**src/rtl/stq_pkg.sv**
```systemverilog
`timescale 1ns / 1ps

package stq_pkg;

    // upper bound on timers fired by a single tick
    localparam int MAX_RESULTS = 16;
    localparam int RES_W       = $clog2(MAX_RESULTS + 1);

    localparam logic MODE_TICK   = 1'b0;
    localparam logic MODE_CREATE = 1'b1;

    localparam logic [1:0] KIND_FIRED   = 2'd0;
    localparam logic [1:0] KIND_CREATED = 2'd1;
    localparam logic [1:0] KIND_FULL    = 2'd2;

    typedef struct packed {
        logic [31:0] deadline;
        logic [31:0] period;
        logic [7:0]  ident;
        logic        rep;
    } t_entry;

    // controller to datapath
    typedef struct packed {
        logic       capture;
        logic       tick_inc;
        logic       rd_head;
        logic       rd_ins;
        logic       load_create;
        logic       take;
        logic       ins_shift;
        logic       ins_place;
        logic       emit;
        logic [1:0] emit_kind;
        logic       emit_pend;
        logic       emit_last;
    } t_cmd;

    // datapath to controller
    typedef struct packed {
        logic out_free;
        logic full;
        logic fire;
        logic pos_zero;
        logic shift_ok;
        logic pend_vld;
        logic head_rep;
    } t_sts;

endpackage

```
**src/rtl/stq_datapath.sv**
```systemverilog
`timescale 1ns / 1ps

module stq_datapath
    import stq_pkg::*;
#(
    parameter int MAX_TIMERS = 16
) (
    input  logic        i_clk,
    input  logic        i_rst_n,
    input  logic [7:0]  i_timer_id,
    input  logic [31:0] i_delay_ticks,
    input  logic        i_periodic,
    input  logic        i_out_stall,
    input  t_cmd        i_cmd,
    output t_sts        o_sts,
    output logic        o_out_valid,
    output logic [1:0]  o_kind,
    output logic [7:0]  o_fired_id,
    output logic [31:0] o_now,
    output logic        o_last
);

    localparam int IDX_W = $clog2(MAX_TIMERS);
    localparam int DEPTH = 1 << IDX_W;
    localparam int CNT_W = $clog2(MAX_TIMERS + 1);

    // table is a circular buffer in deadline order, logical slot 0 at r_head
    t_entry mem [DEPTH];

    logic [31:0]      r_now;
    logic [CNT_W-1:0] r_count;
    logic [IDX_W-1:0] r_head;
    logic [CNT_W-1:0] r_pos;
    logic [RES_W-1:0] r_nfire;
    logic             r_pend_vld;
    logic [7:0]       r_pend_id;
    t_entry           r_ins;
    t_entry           r_rd;
    logic [7:0]       r_in_id;
    logic [31:0]      r_in_delay;
    logic             r_in_per;
    logic             r_out_vld;
    logic [1:0]       r_out_kind;
    logic [7:0]       r_out_id;
    logic [31:0]      r_out_now;
    logic             r_out_last;

    logic [IDX_W-1:0] wr_addr;
    logic [IDX_W-1:0] rd_addr;
    logic             wr_en;
    logic             rd_en;
    t_entry           wr_data;
    logic [31:0]      cre_delay;

    assign wr_addr   = r_head + r_pos[IDX_W-1:0];
    assign rd_addr   = i_cmd.rd_head ? r_head : (wr_addr - IDX_W'(1));
    assign wr_en     = i_cmd.ins_shift | i_cmd.ins_place;
    assign rd_en     = i_cmd.rd_head | i_cmd.rd_ins;
    assign wr_data   = i_cmd.ins_shift ? r_rd : r_ins;
    assign cre_delay = (r_in_delay == 32'd0) ? 32'd1 : r_in_delay;

    always_ff @(posedge i_clk) begin
        if (wr_en) begin
            mem[wr_addr] <= wr_data;
        end
        if (rd_en) begin
            r_rd <= mem[rd_addr];
        end
    end

    always_ff @(posedge i_clk) begin
        if (i_cmd.capture) begin
            r_in_id    <= i_timer_id;
            r_in_delay <= i_delay_ticks;
            r_in_per   <= i_periodic;
        end
        if (i_cmd.load_create) begin
            r_ins.deadline <= r_now + cre_delay;
            r_ins.period   <= cre_delay;
            r_ins.ident    <= r_in_id;
            r_ins.rep      <= r_in_per;
        end else if (i_cmd.take) begin
            // re-arm from the old deadline
            r_ins.deadline <= r_rd.deadline + r_rd.period;
            r_ins.period   <= r_rd.period;
            r_ins.ident    <= r_rd.ident;
            r_ins.rep      <= r_rd.rep;
        end
        if (i_cmd.take) begin
            r_pend_id <= r_rd.ident;
        end
        if (i_cmd.emit) begin
            r_out_kind <= i_cmd.emit_kind;
            r_out_id   <= i_cmd.emit_pend ? r_pend_id : r_in_id;
            r_out_now  <= r_now;
            r_out_last <= i_cmd.emit_last;
        end
    end

    always_ff @(posedge i_clk) begin
        if (!i_rst_n) begin
            r_now      <= '0;
            r_count    <= '0;
            r_head     <= '0;
            r_pos      <= '0;
            r_nfire    <= '0;
            r_pend_vld <= 1'b0;
            r_out_vld  <= 1'b0;
        end else begin
            if (i_cmd.tick_inc) begin
                r_now   <= r_now + 32'd1;
                r_nfire <= '0;
            end
            if (i_cmd.load_create) begin
                r_pos <= r_count;
            end
            if (i_cmd.take) begin
                r_nfire <= r_nfire + RES_W'(1);
                r_head  <= r_head + IDX_W'(1);
                r_count <= r_count - CNT_W'(1);
                r_pos   <= r_count - CNT_W'(1);
            end
            if (i_cmd.ins_shift) begin
                r_pos <= r_pos - CNT_W'(1);
            end
            if (i_cmd.ins_place) begin
                r_count <= r_count + CNT_W'(1);
            end
            if (i_cmd.take) begin
                r_pend_vld <= 1'b1;
            end else if (i_cmd.emit && i_cmd.emit_pend) begin
                r_pend_vld <= 1'b0;
            end
            if (i_cmd.emit) begin
                r_out_vld <= 1'b1;
            end else if (!i_out_stall) begin
                r_out_vld <= 1'b0;
            end
        end
    end

    always_comb begin
        o_sts.out_free = !r_out_vld || !i_out_stall;
        o_sts.full     = (r_count == CNT_W'(MAX_TIMERS));
        o_sts.fire     = (r_count != '0) && (r_nfire < RES_W'(MAX_RESULTS))
                         && (r_rd.deadline <= r_now);
        o_sts.pos_zero = (r_pos == '0);
        o_sts.shift_ok = (r_rd.deadline >= r_ins.deadline);
        o_sts.pend_vld = r_pend_vld;
        o_sts.head_rep = r_rd.rep;
    end

    assign o_out_valid = r_out_vld;
    assign o_kind      = r_out_kind;
    assign o_fired_id  = r_out_id;
    assign o_now       = r_out_now;
    assign o_last      = r_out_last;

endmodule

```
**src/rtl/stq_ctrl.sv**
```systemverilog
`timescale 1ns / 1ps

module stq_ctrl
    import stq_pkg::*;
(
    input  logic i_clk,
    input  logic i_rst_n,
    input  logic i_in_valid,
    input  logic i_mode,
    input  t_sts i_sts,
    output logic o_in_stall,
    output t_cmd o_cmd
);

    typedef enum logic [7:0] {
        S_IDLE      = 8'b0000_0001,
        S_CRE       = 8'b0000_0010,
        S_TICK_RD   = 8'b0000_0100,
        S_TICK_CHK  = 8'b0000_1000,
        S_INS_RD    = 8'b0001_0000,
        S_INS_CHK   = 8'b0010_0000,
        S_EMIT_OK   = 8'b0100_0000,
        S_EMIT_FULL = 8'b1000_0000
    } t_state;

    t_state r_state;
    t_state n_state;
    t_state ins_done;
    logic   r_is_tick;
    logic   n_is_tick;

    assign ins_done = r_is_tick ? S_TICK_RD : S_EMIT_OK;

    always_comb begin
        n_state   = r_state;
        n_is_tick = r_is_tick;
        o_cmd     = '0;
        unique case (r_state)
            S_IDLE: begin
                if (i_in_valid) begin
                    o_cmd.capture = 1'b1;
                    n_is_tick     = (i_mode == MODE_TICK);
                    if (i_mode == MODE_TICK) begin
                        o_cmd.tick_inc = 1'b1;
                        n_state        = S_TICK_RD;
                    end else begin
                        n_state = S_CRE;
                    end
                end
            end
            S_CRE: begin
                if (i_sts.full) begin
                    n_state = S_EMIT_FULL;
                end else begin
                    o_cmd.load_create = 1'b1;
                    n_state           = S_INS_RD;
                end
            end
            S_INS_RD: begin
                if (i_sts.pos_zero) begin
                    o_cmd.ins_place = 1'b1;
                    n_state         = ins_done;
                end else begin
                    o_cmd.rd_ins = 1'b1;
                    n_state      = S_INS_CHK;
                end
            end
            S_INS_CHK: begin
                // move the neighbour up while it is not earlier than the new deadline
                if (i_sts.shift_ok) begin
                    o_cmd.ins_shift = 1'b1;
                    n_state         = S_INS_RD;
                end else begin
                    o_cmd.ins_place = 1'b1;
                    n_state         = ins_done;
                end
            end
            S_TICK_RD: begin
                o_cmd.rd_head = 1'b1;
                n_state       = S_TICK_CHK;
            end
            S_TICK_CHK: begin
                // held fire result goes out once we know whether another follows
                if (!i_sts.pend_vld || i_sts.out_free) begin
                    if (i_sts.pend_vld) begin
                        o_cmd.emit      = 1'b1;
                        o_cmd.emit_kind = KIND_FIRED;
                        o_cmd.emit_pend = 1'b1;
                        o_cmd.emit_last = !i_sts.fire;
                    end
                    if (i_sts.fire) begin
                        o_cmd.take = 1'b1;
                        // periodic fire re-inserts before checking the new head
                        n_state    = i_sts.head_rep ? S_INS_RD : S_TICK_RD;
                    end else begin
                        n_state = S_IDLE;
                    end
                end
            end
            S_EMIT_OK: begin
                if (i_sts.out_free) begin
                    o_cmd.emit      = 1'b1;
                    o_cmd.emit_kind = KIND_CREATED;
                    o_cmd.emit_last = 1'b1;
                    n_state         = S_IDLE;
                end
            end
            S_EMIT_FULL: begin
                if (i_sts.out_free) begin
                    o_cmd.emit      = 1'b1;
                    o_cmd.emit_kind = KIND_FULL;
                    o_cmd.emit_last = 1'b1;
                    n_state         = S_IDLE;
                end
            end
            default: begin
                n_state = S_IDLE;
            end
        endcase
    end

    always_ff @(posedge i_clk) begin
        if (!i_rst_n) begin
            r_state   <= S_IDLE;
            r_is_tick <= 1'b0;
        end else begin
            r_state   <= n_state;
            r_is_tick <= n_is_tick;
        end
    end

    assign o_in_stall = (r_state != S_IDLE);

endmodule

```
**src/rtl/sorted_timer_queue.sv**
```systemverilog
`timescale 1ns / 1ps

// Deadline-ordered timer table of up to MAX_TIMERS entries held in one
// single-port-read memory. A create item answers with one transfer once the
// entries with a deadline at or after the new one have each been moved up one
// slot through the memory read port, each move being a read state and a check
// state; a further read and check are spent when an earlier entry stays below
// the new slot, and a create rejected on a full table answers without moving
// anything. A tick item advances time and fires due entries in deadline order,
// at most 16 per tick, reading and checking the head for each; a fired periodic
// entry is re-inserted the same way before the next head check. A tick that
// fires nothing produces no transfer. A stall on the result side holds the
// block in its emitting state. Only one item is in work at a time; results wait
// in an output register so a new item can be taken while the last transfer is
// still stalled.
module sorted_timer_queue
    import stq_pkg::*;
#(
    parameter int MAX_TIMERS = 16
) (
    input  logic        i_clk,
    input  logic        i_rst_n,
    input  logic        i_in_valid,
    output logic        o_in_stall,
    input  logic        i_mode,
    input  logic [7:0]  i_timer_id,
    input  logic [31:0] i_delay_ticks,
    input  logic        i_periodic,
    output logic        o_out_valid,
    input  logic        i_out_stall,
    output logic [1:0]  o_kind,
    output logic [7:0]  o_fired_id,
    output logic [31:0] o_now,
    output logic        o_last
);

    t_cmd cmd;
    t_sts sts;

    stq_ctrl u_ctrl (
        .i_clk      (i_clk),
        .i_rst_n    (i_rst_n),
        .i_in_valid (i_in_valid),
        .i_mode     (i_mode),
        .i_sts      (sts),
        .o_in_stall (o_in_stall),
        .o_cmd      (cmd)
    );

    stq_datapath #(
        .MAX_TIMERS (MAX_TIMERS)
    ) u_dp (
        .i_clk         (i_clk),
        .i_rst_n       (i_rst_n),
        .i_timer_id    (i_timer_id),
        .i_delay_ticks (i_delay_ticks),
        .i_periodic    (i_periodic),
        .i_out_stall   (i_out_stall),
        .i_cmd         (cmd),
        .o_sts         (sts),
        .o_out_valid   (o_out_valid),
        .o_kind        (o_kind),
        .o_fired_id    (o_fired_id),
        .o_now         (o_now),
        .o_last        (o_last)
    );

`ifndef NO_ASSERTIONS
    a_busy_after_accept: assert property (
        @(posedge i_clk) disable iff (!i_rst_n)
        i_in_valid && !o_in_stall |=> o_in_stall
    ) else $error("accepted item did not make the block busy");

    a_emit_when_free: assert property (
        @(posedge i_clk) disable iff (!i_rst_n)
        cmd.emit |-> sts.out_free
    ) else $error("result loaded over an untaken transfer");

    a_no_double_write: assert property (
        @(posedge i_clk) disable iff (!i_rst_n)
        !(cmd.ins_shift && cmd.ins_place)
    ) else $error("shift and place in the same cycle");

    a_create_single: assert property (
        @(posedge i_clk) disable iff (!i_rst_n)
        cmd.emit && cmd.emit_kind != KIND_FIRED |=> o_out_valid && o_last
    ) else $error("create result not marked last");
`endif

endmodule

```
**config.mk**
```make
export PLATFORM = sky130hd
export DESIGN_NAME = sorted_timer_queue
export DESIGN_NICKNAME = d
export VERILOG_FILES = /design/src/rtl/stq_pkg.sv /design/src/rtl/stq_datapath.sv /design/src/rtl/stq_ctrl.sv /design/src/rtl/sorted_timer_queue.sv
export SDC_FILE = /design/constraint.sdc
export NUM_CORES = 2
export LEC_CHECK = 0
export BUFFER_PORTS_ARGS = -buffer_cell sky130_fd_sc_hd__buf_2
export CORE_ASPECT_RATIO = 1.5
export CORE_UTILIZATION = 65
export CTS_BUF_LIST = sky130_fd_sc_hd__clkbuf_16
export DETAILED_ROUTE_END_ITERATION = 8
export HOLD_SLACK_MARGIN = 0.06
export PLACE_DENSITY = 0.85
export SYNTH_ARGS = -nofsm -noshare
export SYNTH_HDL_FRONTEND = slang
export SYNTH_SLANG_ARGS = --single-unit
```
**constraint.sdc**
```tcl
create_clock -name i_clk -period 17.9 [get_ports i_clk]
set_input_delay 1.79 -clock i_clk [delete_from_list [all_inputs] [get_ports i_clk]]
set_output_delay 1.79 -clock i_clk [all_outputs]
set_load 0.1 [all_outputs]
```
==> impl_metrics.ini <==
[global_routing]
grt_usage_pct = 34.1
grt_overflow = 0
grt_antenna_before_repair = 0
grt_pass1_vias = 36200
grt_max_degree = 147
grt_pass1_wl_um = 232000

[synthesis]
synth_area_per_cell_um2 = 17.3
synth.distinct_cells = 71
yosysTopAreaCell = edfxtp_1
synth_seq_cells = 1468
yosysTopAreaCellShare_pct = 69.0
synthArstFlopShare_pct = 0
syn_inst = 3537
synth_area_leaders = edfxtp_1, mux4_2, ha_1
synth_area_mm2 = 0.0612
synth_edf_count = 1406
synth_nets = 3726
seq_area_frac_synth_pct = 71.0
synthFlopType = edfxtp_1
ys_warn_count = 0

[pwr]
p_per_area_mw_per_mm2 = 103
leakagePower_uw = 0.0225
ir_worst_vdd_v = 0.0000704

[critical_path]
cp-end-kind = register
critPathMaxFanout = 106
required_ns = 18.35
crit_type = register to register
r2r-start = u_ctrl.r_state[4]
crit_start = u_ctrl.r_state[4]
worstPathArrival_ns = 6.58
startpoint_type = register

[clock_tree]
root_buffer = clkbuf_16
numCtsBuffers = 132
post_cts_buffers = 0
clockBufferDepth = 3
postCtsResizedCells = 0
cts_tree = built
clock_sinks = 1468
htree_levels = 4
holdBufCountCts = 0
clk_pin_slew_ns = 0.07
clk_latency_ns = 0.77

[routing]
wirelength_um = 160000
drcViolationCount = 0
vias_per_cell = 7.09
dr.pass1.iters = 6
num_vias = 35400
wl_per_cell_um = 31.9
ant_nets = 0
drt-initial-drc-count = 4515

[finish]
insertedDiodeCount = 0
final_nets = 3833
stdcell_area_mm2 = 0.0676
syn_to_final_growth_pct = 10.5
final-instance-count-excl-fill = 5000
final_layout_size_suffix_gt1_share_pct = 20.5
nFillCells = 5009

[timing]
rsz0062_at_grt = false
min_period_ns = 6.13
fmax_ghz = 0.163
hold_ws_ns = 0.469
final-setup-viol-count = 0
finalWorstSetupSlack_ns = 11.77
worst-slew-pin-transition_ns = 1.10
slew_headroom_pct = 26.4
final_hold_viol_count = 0
final.setup.tns_ns = 0
finalMaxSlewViolations = 0
period_share_pct = 34.2
finClkSkew_ns = 0.0416

[floorplan]
coreArea_mm2 = 0.0931
die_w_um = 253
num_io_pins = 91
die_y_um = 378
die_area_mm2 = 0.0954
start_util_pct = 65.8
num_rows = 137

[hold_path]
min_from = u_dp.r_rd[1]
hold_class = register to register

[run_status]
status = completed

[placed_design]
placed_cells = 4761
io_buffers = 90
place_area_mm2 = 0.0631
gp_congestion = 0.947
pre_cts_ws_ns = 11.71
dp_hpwl_um = 83800

[run]
max-cap-violations = 0
==> cell usage in the layout (no fill, tap or decap), types with 8 or more instances in the layout <==
cell	count
a21o_1	43
clkinvlp_4	14
mux4_2	292
or3_1	23
mux2i_1	8
a21oi_1	104
inv_1	106
o21ai_0	58
xor2_1	37
clkinv_2	15
and3_1	12
a211oi_1	87
o21a_1	11
clkinv_1	17
and2_1	84
buf_2	90
ha_1	140
nand2_1	353
nor4_1	13
o211ai_1	15
mux2_2	78
nand4_1	27
a31oi_1	84
o21bai_1	10
buf_4	61
edfxtp_1	1406
xnor2_1	55
nand2b_1	13
clkbuf_16	138
nor2_4	16
nor2_1	89
nand3_1	24
dfxtp_1	62
bufinv_16	21
nor3_1	23
==> registers in the layout (all words and copies together) (netlist names), 4 cells and up <==
name             cells
u_dp.r_in_id         8
u_dp.o_now          32
u_dp.r_ins          73
u_dp.mem          1168
u_dp.r_pos           5
u_dp.r_count         5
u_dp.r_in_delay     32
u_dp.r_nfire         5
u_dp.o_fired_id      8
u_dp.r_now          32
u_dp.r_head          4
u_ctrl.r_state       8
u_dp.r_rd           72
u_dp.r_pend_id       8
==> path summary, 6_finish.rpt <==
check	to	slack (ns)	cells past startpoint
max reg2reg	u_dp.r_rd[60]	11.77	10
min reg2reg	u_dp.r_pend_id[0]	0.47	0
max	u_dp.r_rd[60]	11.77	10
min	u_dp.r_pend_id[0]	0.47	0
==> Yosys cell counts (all sizes together), types with 7 or more instances <==
| master | n |
|---|---|
| a31oi | 84 |
| a211oi | 88 |
| and4 | 7 |
| o21bai | 10 |
| nand4 | 29 |
| dfxtp | 62 |
| inv | 88 |
| xor2 | 37 |
| o21a | 12 |
| o211ai | 15 |
| mux4 | 292 |
| edfxtp | 1406 |
| a21o | 43 |
| nor4 | 15 |
| and2 | 85 |
| o21ai | 64 |
| or3 | 23 |
| buf | 80 |
| a21oi | 105 |
| nor2 | 106 |
| mux2i | 8 |
| and3 | 12 |
| nand2b | 13 |
| mux2 | 78 |
| clkbuf | 100 |
| xnor2 | 55 |
| nand3 | 24 |
| nand2 | 355 |
| ha | 140 |
| or2 | 7 |
| nor3 | 23 |
==> per-layer routing <==
metal  part of all wire [%]  up-vias  GRT usage [%]  routed length (um)
met3                     11      724           7.10               17600
met4                    6.6        0           20.4               10600
li1                       -    14200              -                   -
met5                      0        -              0                   0
met2                     49     2790           56.0               78700
met1                     33    17700           41.9               52800
==> worst max-delay path: stages (launching register included) <==
cell and delay, ns:
dfxtp_1 0.35, nor4_4 0.39, nand4b_1 0.75, o21ai_4 0.70, buf_12 0.63, buf_4 0.79, buf_4 0.88, mux4_2 0.60
and2_1 0.18, a211oi_1 0.34, a31oi_1 0.09
==> cells by family after synthesis <==
group | count (synthesis) | synth area share, %
compound gates | 469 | 5.00
xor+xnor | 92 | 1.32
fa+ha+maj | 143 | 2.96
buf+inv | 268 | 1.92
flops | 1468 | 71.0
mux | 378 | 12.3
simple gates | 719 | 5.51
==> area by class of cell <==
type	instances	area (um2)	share of cell area (%)
flip-flops and latches	1468	43500	64.2
multi-input cells	1801	16800	24.8
clock buffers	138	3450	5.10
well taps	1251	1570	2.31
clock inverters	101	1080	1.60
repair buffers	153	948	1.40
inverters	88	330	0.488
==> power breakdown <==
group | internal, uW | switching, uW | leakage (uW)
sequential | 3750 | 31.6 | 0.0132
combinational | 93.8 | 153 | 0.00704
clock | 1710 | 1260 | 0.00226
total | 5550 | 1450 | 0.0225
==> per-stage QoR <==
stage | total power [uW] | util [%]
3_3_place_gp | 4080 | 67.8
4_1_cts | 7010 | 72.7
2_1_floorplan | 4010 | -
3_5_place_dp | 4090 | 67.8
6_report | 7000 | 72.7
5_1_grt | 7140 | 72.7
No activity file was read; power rests on OpenSTA's default activity.
